`config.mk`:
```
export PLATFORM = sky130hd
export DESIGN_NAME = wta_disparity_subpixel_core_flat
export DESIGN_NICKNAME = d
export VERILOG_FILES = /design/src/hw/rtl/wdsp_pkg.sv /design/src/hw/rtl/wdsp_if.sv /design/src/hw/rtl/wdsp_front.sv /design/src/hw/rtl/wdsp_queue.sv /design/src/hw/rtl/wdsp_back.sv /design/src/hw/rtl/wta_disparity_subpixel_core.sv /design/src/flat_wrapper.sv
export SDC_FILE = /design/constraint.sdc
export NUM_CORES = 1
export LEC_CHECK = 0
export ABC_AREA = 1
export ABC_CLOCK_PERIOD_IN_PS = 19800
export BUFFER_PORTS_ARGS = -buffer_cell sky130_fd_sc_hd__buf_2
export CAP_MARGIN = 10
export CORE_MARGIN = 2
export CORE_UTILIZATION = 55
export CTS_BUF_LIST = sky130_fd_sc_hd__clkbuf_2
export DETAILED_ROUTE_END_ITERATION = 12
export PLACE_DENSITY = 0.72
export SLEW_MARGIN = 20
export SYNTH_ARGS = -nofsm -noshare
export SYNTH_HDL_FRONTEND = slang
export SYNTH_SLANG_ARGS = --single-unit
export TNS_END_PERCENT = 100
```
`constraint.sdc`:
```
create_clock -name clk -period 19.8 [get_ports clk]
set_input_delay 1.98 -clock clk [delete_from_list [all_inputs] [get_ports clk]]
set_output_delay 1.98 -clock clk [all_outputs]
set_load 0.005 [all_outputs]
```
`src/hw/rtl/wdsp_pkg.sv`:
```
`timescale 1ns / 1ps
// ----------------------------------------------------------------------------
// wdsp_pkg
// Shared constants and types of the winner-take-all disparity sub-pixel core.
// ----------------------------------------------------------------------------
package wdsp_pkg;

  localparam int MAX_RANGE_DEF = 256;
  localparam int FRAC_BITS_DEF = 4;

  localparam int COST_W     = 16;
  localparam int DISP_W     = 14;
  localparam int MIN_W      = 9;
  localparam int MAX_W      = 10;
  localparam int BASE_W     = 11;
  localparam int QDEPTH     = 4;
  localparam int CFG_IDX_W  = 1;
  localparam int CFG_DATA_W = 10;

  localparam logic [CFG_IDX_W-1:0] REG_MIN_DISP = 1'd0;
  localparam logic [CFG_IDX_W-1:0] REG_MAX_DISP = 1'd1;

  typedef struct packed {
    logic signed [MIN_W-1:0] min_disp;
    logic signed [MAX_W-1:0] max_disp;
  } cfg_t;

  // one finished pixel, handed from the tracker to the refinement stage
  typedef struct packed {
    logic                     ok;
    logic [COST_W-1:0]        c1;
    logic [COST_W-1:0]        c2;
    logic [COST_W-1:0]        low;
    logic signed [BASE_W-1:0] base;
  } job_t;

  typedef struct packed {
    logic full;
    logic empty;
  } qstat_t;

endpackage

```
`src/hw/rtl/wdsp_if.sv`:
```
`timescale 1ns / 1ps
// ----------------------------------------------------------------------------
// wdsp_if
// Valid/ready channels: cost beats in, refined disparity beats out.
// ----------------------------------------------------------------------------
interface wdsp_cost_if;
  import wdsp_pkg::*;
  logic              valid;
  logic              ready;
  logic [COST_W-1:0] cost;
  modport source (output valid, output cost, input ready);
  modport sink   (input valid, input cost, output ready);
endinterface

interface wdsp_res_if;
  import wdsp_pkg::*;
  logic                     valid;
  logic                     ready;
  logic signed [DISP_W-1:0] disparity_fixed;
  logic                     valid_res;
  modport source (output valid, output disparity_fixed, output valid_res, input ready);
  modport sink   (input valid, input disparity_fixed, input valid_res, output ready);
endinterface

```
`src/hw/rtl/wdsp_front.sv`:
```
`timescale 1ns / 1ps
// ----------------------------------------------------------------------------
// wdsp_front
// Per-pixel cost tracker: minimum, maximum and neighbour costs; pushes a job
// into the queue with the last cost of each pixel.
// ----------------------------------------------------------------------------
module wdsp_front #(
  parameter int MAX_RANGE = wdsp_pkg::MAX_RANGE_DEF
) (
  input  logic            clk,
  input  logic            rst_n,
  input  wdsp_pkg::cfg_t  cfg,
  wdsp_cost_if.sink       in_chan,
  input  wdsp_pkg::qstat_t qstat,
  output logic            push,
  output wdsp_pkg::job_t  job
);
  import wdsp_pkg::*;

  localparam int POS_W = $clog2(MAX_RANGE);
  localparam logic signed [11:0] RMAX = 12'(MAX_RANGE);

  logic [POS_W-1:0]  pos_r, pos_nxt, best_r, best_nxt, last;
  logic [COST_W-1:0] low_r, low_nxt, high_r, high_nxt, prev_r;
  logic [COST_W-1:0] before_r, before_nxt, after_r, after_nxt;
  logic              await_r, await_nxt;
  logic [POS_W-1:0]  cur_best;
  logic [COST_W-1:0] cur_low, cur_high, cur_prev, cur_before, cur_after;
  logic              cur_await, first, is_last, acc;
  logic signed [11:0] rng;
  logic [COST_W-1:0] cost;

  assign cost          = in_chan.cost;
  assign in_chan.ready = !qstat.full;
  assign acc           = in_chan.valid && in_chan.ready;

  always_comb begin
    rng = {{2{cfg.max_disp[MAX_W-1]}}, cfg.max_disp}
        - {{3{cfg.min_disp[MIN_W-1]}}, cfg.min_disp};
    priority if (rng < 12'sd1) begin
      last = '0;
    end else if (rng > RMAX) begin
      last = POS_W'(MAX_RANGE - 1);
    end else begin
      last = POS_W'(rng - 12'sd1);
    end
  end

  always_comb begin
    first      = (pos_r == '0);
    cur_low    = first ? '1 : low_r;
    cur_high   = first ? '0 : high_r;
    cur_best   = first ? '0 : best_r;
    cur_prev   = first ? '0 : prev_r;
    cur_before = first ? '0 : before_r;
    cur_after  = first ? '0 : after_r;
    cur_await  = first ? 1'b0 : await_r;

    after_nxt  = cur_await ? cost : cur_after;
    await_nxt  = 1'b0;
    low_nxt    = cur_low;
    best_nxt   = cur_best;
    before_nxt = cur_before;
    if (cost < cur_low) begin
      low_nxt    = cost;
      best_nxt   = pos_r;
      before_nxt = cur_prev;
      await_nxt  = 1'b1;
    end
    high_nxt = (cost > cur_high) ? cost : cur_high;
    is_last  = (pos_r >= last);
    pos_nxt  = is_last ? '0 : pos_r + 1'b1;
  end

  always_comb begin
    push     = acc && is_last;
    job.ok   = !((high_nxt == low_nxt) || (best_nxt == '0) || (best_nxt >= last));
    job.c1   = before_nxt;
    job.c2   = after_nxt;
    job.low  = low_nxt;
    job.base = {{2{cfg.min_disp[MIN_W-1]}}, cfg.min_disp} + BASE_W'(best_nxt);
  end

  always_ff @(posedge clk) begin
    if (!rst_n) begin
      pos_r    <= '0;
      low_r    <= '1;
      high_r   <= '0;
      best_r   <= '0;
      prev_r   <= '0;
      before_r <= '0;
      after_r  <= '0;
      await_r  <= 1'b0;
    end else if (acc) begin
      pos_r    <= pos_nxt;
      low_r    <= low_nxt;
      high_r   <= high_nxt;
      best_r   <= best_nxt;
      prev_r   <= cost;
      before_r <= before_nxt;
      after_r  <= after_nxt;
      await_r  <= await_nxt;
    end
  end

`ifndef SYNTH
  a_pos_range: assert property (@(posedge clk) disable iff (!rst_n)
    pos_r <= POS_W'(MAX_RANGE - 1))
    else $error("position beyond range");
`endif

endmodule

```
`src/hw/rtl/wdsp_queue.sv`:
```
`timescale 1ns / 1ps
// ----------------------------------------------------------------------------
// wdsp_queue
// Small job queue between the cost tracker and the refinement stage.
// ----------------------------------------------------------------------------
module wdsp_queue (
  input  logic             clk,
  input  logic             rst_n,
  input  logic             push,
  input  wdsp_pkg::job_t   job_in,
  input  logic             pop,
  output wdsp_pkg::job_t   job_out,
  output wdsp_pkg::qstat_t qstat
);
  import wdsp_pkg::*;

  localparam int PTR_W = $clog2(QDEPTH);
  localparam int CNT_W = $clog2(QDEPTH + 1);

  job_t             mem_r [QDEPTH];
  logic [PTR_W-1:0] wr_ptr_r, rd_ptr_r;
  logic [CNT_W-1:0] count_r;
  logic             do_push, do_pop;

  assign qstat.full  = (count_r == CNT_W'(QDEPTH));
  assign qstat.empty = (count_r == '0);
  assign do_push     = push && !qstat.full;
  assign do_pop      = pop && !qstat.empty;
  assign job_out     = mem_r[rd_ptr_r];

  always_ff @(posedge clk) begin
    if (do_push) begin
      mem_r[wr_ptr_r] <= job_in;
    end
  end

  always_ff @(posedge clk) begin
    if (!rst_n) begin
      wr_ptr_r <= '0;
      rd_ptr_r <= '0;
      count_r  <= '0;
    end else begin
      if (do_push) wr_ptr_r <= wr_ptr_r + 1'b1;
      if (do_pop)  rd_ptr_r <= rd_ptr_r + 1'b1;
      count_r <= count_r + CNT_W'(do_push) - CNT_W'(do_pop);
    end
  end

`ifndef SYNTH
  a_no_overflow: assert property (@(posedge clk) disable iff (!rst_n)
    !(push && qstat.full))
    else $error("job pushed into full queue");
  a_pop_count: assert property (@(posedge clk) disable iff (!rst_n)
    (do_pop && !do_push) |=> (count_r == $past(count_r) - 1'b1))
    else $error("queue count lost a pop");
`endif

endmodule

```
`src/hw/rtl/wdsp_back.sv`:
```
`timescale 1ns / 1ps
// ----------------------------------------------------------------------------
// wdsp_back
// Parabolic refinement: restoring divider one quotient bit per cycle,
// rounding, offset and saturation into the result register.
// ----------------------------------------------------------------------------
module wdsp_back #(
  parameter int FRAC_BITS = wdsp_pkg::FRAC_BITS_DEF
) (
  input  logic             clk,
  input  logic             rst_n,
  input  wdsp_pkg::job_t   job,
  input  wdsp_pkg::qstat_t qstat,
  output logic             pop,
  wdsp_res_if.source       out_chan
);
  import wdsp_pkg::*;

  localparam int DW    = 18 + FRAC_BITS;
  localparam int DVW   = 18;
  localparam int CNT_W = $clog2(DW + 1);
  localparam int VW    = DW + 2;
  localparam logic signed [VW-1:0] SAT_HI = VW'(2 ** (DISP_W - 1) - 1);
  localparam logic signed [VW-1:0] SAT_LO = -SAT_HI - VW'(1);

  localparam logic [1:0] ST_IDLE = 2'd0;
  localparam logic [1:0] ST_DIV  = 2'd1;
  localparam logic [1:0] ST_FIN  = 2'd2;
  localparam logic [1:0] ST_DONE = 2'd3;

  logic [1:0]               st_r;
  logic [DW-1:0]            quo_r;
  logic [DVW-1:0]           rem_r, dvs_r;
  logic [CNT_W-1:0]         cnt_r;
  logic                     neg_r, vres_r;
  logic signed [BASE_W-1:0] base_r;
  logic signed [DISP_W-1:0] disp_r;

  logic signed [18:0] dsum;
  logic [16:0]        den;
  logic [COST_W-1:0]  diff;
  logic [DW-1:0]      dividend;
  logic [DVW:0]       rem_sh, rem_sub;
  logic               qbit;
  logic signed [VW-1:0] qs, base_x, val;

  assign pop = (st_r == ST_IDLE) && !qstat.empty;

  always_comb begin
    dsum = 19'(job.c1) + 19'(job.c2) - 19'({job.low, 1'b0});
    den  = (dsum < 19'sd1) ? 17'd1 : 17'(dsum);
    diff = (job.c1 >= job.c2) ? job.c1 - job.c2 : job.c2 - job.c1;
    dividend = (DW'(diff) << FRAC_BITS) + DW'(den);
  end

  always_comb begin
    rem_sh  = {rem_r, quo_r[DW-1]};
    rem_sub = rem_sh - {1'b0, dvs_r};
    qbit    = (rem_sh >= {1'b0, dvs_r});
  end

  always_comb begin
    qs     = neg_r ? -VW'(quo_r) : VW'(quo_r);
    base_x = VW'(base_r);
    val    = (base_x <<< FRAC_BITS) + qs;
  end

  always_ff @(posedge clk) begin
    if (!rst_n) begin
      st_r <= ST_IDLE;
    end else begin
      unique case (st_r)
        ST_IDLE: if (pop) st_r <= job.ok ? ST_DIV : ST_DONE;
        ST_DIV:  if (cnt_r == CNT_W'(DW - 1)) st_r <= ST_FIN;
        ST_FIN:  st_r <= ST_DONE;
        ST_DONE: if (out_chan.ready) st_r <= ST_IDLE;
        default: st_r <= ST_IDLE;
      endcase
    end
  end

  always_ff @(posedge clk) begin
    unique case (st_r)
      ST_IDLE: begin
        if (pop) begin
          quo_r  <= dividend;
          rem_r  <= '0;
          dvs_r  <= {den, 1'b0};
          cnt_r  <= '0;
          neg_r  <= (job.c1 < job.c2);
          base_r <= job.base;
          disp_r <= '0;
          vres_r <= 1'b0;
        end
      end
      ST_DIV: begin
        rem_r <= qbit ? rem_sub[DVW-1:0] : rem_sh[DVW-1:0];
        quo_r <= {quo_r[DW-2:0], qbit};
        cnt_r <= cnt_r + 1'b1;
      end
      ST_FIN: begin
        priority if (val > SAT_HI) begin
          disp_r <= DISP_W'(SAT_HI);
        end else if (val < SAT_LO) begin
          disp_r <= DISP_W'(SAT_LO);
        end else begin
          disp_r <= DISP_W'(val);
        end
        vres_r <= 1'b1;
      end
      default: ;
    endcase
  end

  assign out_chan.valid           = (st_r == ST_DONE);
  assign out_chan.disparity_fixed = disp_r;
  assign out_chan.valid_res       = vres_r;

`ifndef SYNTH
  a_invalid_zero: assert property (@(posedge clk) disable iff (!rst_n)
    (out_chan.valid && !out_chan.valid_res) |-> (out_chan.disparity_fixed == '0))
    else $error("invalid result carries a nonzero disparity");
  a_div_count: assert property (@(posedge clk) disable iff (!rst_n)
    (st_r == ST_DIV) |-> (cnt_r < CNT_W'(DW)))
    else $error("divider step count overrun");
`endif

endmodule

```
`src/hw/rtl/wta_disparity_subpixel_core.sv`:
```
`timescale 1ns / 1ps
// ----------------------------------------------------------------------------
// wta_disparity_subpixel_core
// Winner-take-all disparity pick with parabolic sub-pixel refinement.
//
// in_chan carries one cost beat per disparity of a pixel, from the lower
// bound up to one below the upper bound (range clipped to 1..MAX_RANGE).
// With the last beat of a pixel the tracker hands a job to a four-entry
// queue; out_chan then delivers one beat: disparity_fixed with FRAC_BITS
// fraction bits and valid_res (0 for flat costs or a minimum at either end
// of the range). Costs are taken one per cycle while the queue has room.
// A valid result passes through the refinement stage in order: pop, a
// restoring divider of 18 + FRAC_BITS quotient bits at one bit per cycle,
// saturation and the result beat; an invalid one goes from pop straight
// to the result beat. Short pixels fill the queue and stall in_chan. A
// stalled out_chan holds its result; the tracker keeps accepting until
// the queue is full. cfg_we writes register cfg_index (0 lower bound, 1
// upper bound) at the clock edge; write only while the block is idle.
// Synchronous reset empties the queue, restarts the pixel and sets the
// range to 0..63.
// ----------------------------------------------------------------------------
module wta_disparity_subpixel_core #(
  parameter int MAX_RANGE = wdsp_pkg::MAX_RANGE_DEF,
  parameter int FRAC_BITS = wdsp_pkg::FRAC_BITS_DEF
) (
  input  logic                                clk,
  input  logic                                rst_n,
  input  logic                                cfg_we,
  input  logic [wdsp_pkg::CFG_IDX_W-1:0]      cfg_index,
  input  logic [wdsp_pkg::CFG_DATA_W-1:0]     cfg_wdata,
  wdsp_cost_if.sink                           in_chan,
  wdsp_res_if.source                          out_chan
);
  import wdsp_pkg::*;

  cfg_t   cfg_r;
  job_t   job_in, job_out;
  qstat_t qstat;
  logic   push, pop;

  always_ff @(posedge clk) begin
    if (!rst_n) begin
      cfg_r.min_disp <= 9'sd0;
      cfg_r.max_disp <= 10'sd64;
    end else if (cfg_we) begin
      unique case (cfg_index)
        REG_MIN_DISP: cfg_r.min_disp <= cfg_wdata[MIN_W-1:0];
        REG_MAX_DISP: cfg_r.max_disp <= cfg_wdata[MAX_W-1:0];
        default: ;
      endcase
    end
  end

  wdsp_front #(.MAX_RANGE(MAX_RANGE)) u_front (
    .clk     (clk),
    .rst_n   (rst_n),
    .cfg     (cfg_r),
    .in_chan (in_chan),
    .qstat   (qstat),
    .push    (push),
    .job     (job_in)
  );

  wdsp_queue u_queue (
    .clk     (clk),
    .rst_n   (rst_n),
    .push    (push),
    .job_in  (job_in),
    .pop     (pop),
    .job_out (job_out),
    .qstat   (qstat)
  );

  wdsp_back #(.FRAC_BITS(FRAC_BITS)) u_back (
    .clk      (clk),
    .rst_n    (rst_n),
    .job      (job_out),
    .qstat    (qstat),
    .pop      (pop),
    .out_chan (out_chan)
  );

endmodule
```
`src/flat_wrapper.sv`:
```
// flat-port wrapper written by rule: the top's interface ports become plain ports
module wta_disparity_subpixel_core_flat import wdsp_pkg::*;
#(
  parameter int MAX_RANGE = wdsp_pkg::MAX_RANGE_DEF,
  parameter int FRAC_BITS = wdsp_pkg::FRAC_BITS_DEF
)
  (clk, rst_n, cfg_we, cfg_index, cfg_wdata, in_chan_valid, in_chan_cost, in_chan_ready, out_chan_valid, out_chan_disparity_fixed, out_chan_valid_res, out_chan_ready);
  wdsp_cost_if in_chan_i ();
  wdsp_res_if out_chan_i ();
  input  logic clk;
  input  logic rst_n;
  input  logic cfg_we;
  input  logic [wdsp_pkg::CFG_IDX_W-1:0] cfg_index;
  input  logic [wdsp_pkg::CFG_DATA_W-1:0] cfg_wdata;
  input wire logic [$bits(in_chan_i.valid)-1:0] in_chan_valid;
  input wire logic [$bits(in_chan_i.cost)-1:0] in_chan_cost;
  output wire logic [$bits(in_chan_i.ready)-1:0] in_chan_ready;
  output wire logic [$bits(out_chan_i.valid)-1:0] out_chan_valid;
  output wire logic [$bits(out_chan_i.disparity_fixed)-1:0] out_chan_disparity_fixed;
  output wire logic [$bits(out_chan_i.valid_res)-1:0] out_chan_valid_res;
  input wire logic [$bits(out_chan_i.ready)-1:0] out_chan_ready;
  assign in_chan_i.valid = in_chan_valid;
  assign in_chan_i.cost = in_chan_cost;
  assign in_chan_ready = in_chan_i.ready;
  assign out_chan_valid = out_chan_i.valid;
  assign out_chan_disparity_fixed = out_chan_i.disparity_fixed;
  assign out_chan_valid_res = out_chan_i.valid_res;
  assign out_chan_i.ready = out_chan_ready;
  wta_disparity_subpixel_core #(.MAX_RANGE(MAX_RANGE), .FRAC_BITS(FRAC_BITS)) u_core (.clk(clk), .rst_n(rst_n), .cfg_we(cfg_we), .cfg_index(cfg_index), .cfg_wdata(cfg_wdata), .in_chan(in_chan_i), .out_chan(out_chan_i));
endmodule
```
==> results.toml <==
[outcome]
status = "completed"

[sta]
rsz0062_at_grt = "false"
setup_viol = 0
finalHoldViolCount = 0
slew_headroom = 0.307
timing.fmax_mhz = 136
worst_pin_slew_ps = 1040
skew_ps = 163
post-route-period-util = 0.371
min_period_ps = 7340
tns_ps = 0
slew_viol_final = 0

[floorplan]
die-width_um = 224
start_util = 0.557
io_pins = 49
core_um2 = 47700
die_h_um = 224
rows = 80
die_area_um2 = 50200

[placed_design]
finalWeightedCongestion = 0.880
portBuffers = 48
hpwl_um = 45700

[global_routing]
grt_pass1_wl_um = 105000
grt_max_degree = 100
grt.total_usage = 0.262
antenna_found_initial = 1
grt_util_met3 = 0.0422
use_met2 = 0.444
first_global_vias = 21218
grt_use_met1 = 0.343
busiest_layer = "met2"
grt_overflow = 0

[synthesis]
synth_cell_type_count = 55
syn_area_um2 = 26600
synthCells = 3113
synth_flop_cell = "edfxtp_1"
synth_edf_count = 324
synth_fp_nets = 3346
yosysWarnings = 0
seq_area_frac_synth = 0.461
synthArstFlopShare = 0
yosys_register_bits = 451
avgSynthCellArea_um2 = 8.55

[critical_path]
worst-path-max-fanout = 61
crit_arrival_ps = 8130
path_common_cell = "nand2_1"
start_kind = "flip-flop"
path_class = "flip-flop to flip-flop"
max_stage_delay_ps = 750
required_ps = 20600
slowest_stage = "inv_2"
worst_setup_path_end_kind = "flip-flop"

[job]
maxCapViolCount = 0

[finish]
layout_common_cells = "631 x nand2_1, 403 x inv_1, 324 x edfxtp_1"
final_common_cell = "nand2_1"
final_nets = 3412
drive_gt1_frac = 0.0930
syn2layout_area_growth_pct = 6.54

[detailed_routing]
vias = 21464
drt-wirelength-per-cell_um = 16.7
dr.pass1.iters = 6
routed_via_density = 5.52
ant_nets = 0
drt_iter0_drc = 1538
wl_um = 64800
remaining_drc_errors = 0

[clock_network]
clkLatencyLatePin_ps = 1170
post-cts-setup-buffer-count = 0
cts_buffer_depth = 3
cts_sinks = 451
clockRootBuffer = "clkbuf_2"
post_cts_resized = 0
clk_pin_slew_ps = 100
ctsHtreeMaxLevel = 3
cts_tree = "done"
hold_buffers = 0
numCtsBuffers = 112

[hold_path]
hold_class = "flip-flop to flip-flop"
## worst max-delay path: cells and delay by family, from the launching register on
kind,cells,cell delay (ps)
buffers and inverters,7,1930
and+or+nand+nor,23,2260
DFF,1,520
AOI/OAI and AO/OA,4,930
adders and majority gates,4,1390
## worst paths after layout
kind	start	slack (ps)	cells past startpoint	endpoint
worst max register to register	flip-flop	12460	38	u_core.u_back.quo_r[14]
worst min register to register	u_core.u_front.before_r[4]	480	2	u_core.u_front.before_r[4]
worst min-delay path	u_core.u_front.before_r[4]	480	2	u_core.u_front.before_r[4]
worst max-delay path	flip-flop	12460	38	u_core.u_back.quo_r[14]
## through the flow
step | hold slack (ps) | utilization | std cells | area [um^2] | worst slack, ps
3_5_place_dp | 459 | 0.572 | 3680 | 27300 | 12490
3_3_place_gp | 450 | 0.572 | 3680 | 27300 | 12610
4_1_cts | 483 | 0.594 | 3884 | 28300 | 12500
2_1_floorplan | 435 | - | 3113 | 26600 | 13440
6_report | 480 | 0.594 | 3886 | 28300 | 12460
5_1_grt | 509 | 0.594 | 3886 | 28300 | 11550
## synthesized netlist by cell type, types with 10 or more instances
cell type,instances,area [um^2]
xnor2_1,29,254
edfxtp_1,324,9730
mux2i_1,17,170
nor2_1,302,1130
ha_1,178,2230
nand3_1,146,731
xor2_1,75,657
buf_2,18,90.1
dfxtp_1,127,2540
nand4_1,24,150
nor3_1,21,105
o22ai_1,24,150
o21bai_1,10,75.1
nand2_1,632,2370
clkbuf_1,86,323
o21ai_0,237,1190
a221oi_1,17,149
o211ai_1,20,150
fa_1,23,460
a21oi_1,225,1130
a32oi_1,31,272
inv_1,404,1520
a211oi_1,13,97.6
## cells by family (layout without fill, tap and decap cells)
group                    Yosys count  count (layout)  share of synthesized area
multiplexers                      17              17                    0.00639
adder cells (fa/ha/maj)          201             201                      0.101
buffers and inverters            528             684                     0.0766
flip-flops                       451             451                      0.461
XOR/XNOR                         104             104                     0.0342
AO/OA/AOI/OAI                    636             636                      0.137
other                              0               2                          0
AND/OR/NAND/NOR                 1176            1176                      0.183
## sequential cells by signal, summed over array words and instances (netlist names), named ones only
signal	count
u_core.cfg_r	19
u_core.u_back.base_r	10
u_core.u_back.cnt_r	5
u_core.u_back.dvs_r	17
u_core.u_back.neg_r	1
u_core.u_back.out_chan.disparity_fixed	14
u_core.u_back.out_chan.valid_res	1
u_core.u_back.quo_r	22
u_core.u_back.rem_r	18
u_core.u_back.st_r	2
u_core.u_front.after_r	16
u_core.u_front.await_r	1
u_core.u_front.before_r	16
u_core.u_front.best_r	8
u_core.u_front.high_r	16
u_core.u_front.low_r	16
u_core.u_front.pos_r	8
u_core.u_front.prev_r	16
u_core.u_queue.count_r	3
u_core.u_queue.mem_r	236
u_core.u_queue.rd_ptr_r	2
u_core.u_queue.wr_ptr_r	2
## metal layers
metal  share of wire  vias to the layer above
li1                -                    10717
met1            0.45                    10109
met2            0.48                      531
met3           0.049                      107
met4           0.023                        0
met5               0                        -
## layout make-up
cell class	instances	area [um^2]
Clock inverter	34	165
Tap cell	615	769
Inverter	412	1550
Sequential cell	451	12300
Antenna cell	2	5.00
Timing Repair Buffer	68	390
Multi-Input combinational cell	2134	12300
Fill cell	4262	19400
Clock buffer	170	851
Power is left out: the tool's default activity adds up to more than one toggle a clock period on the data nets, which glitch-free logic cannot reach.
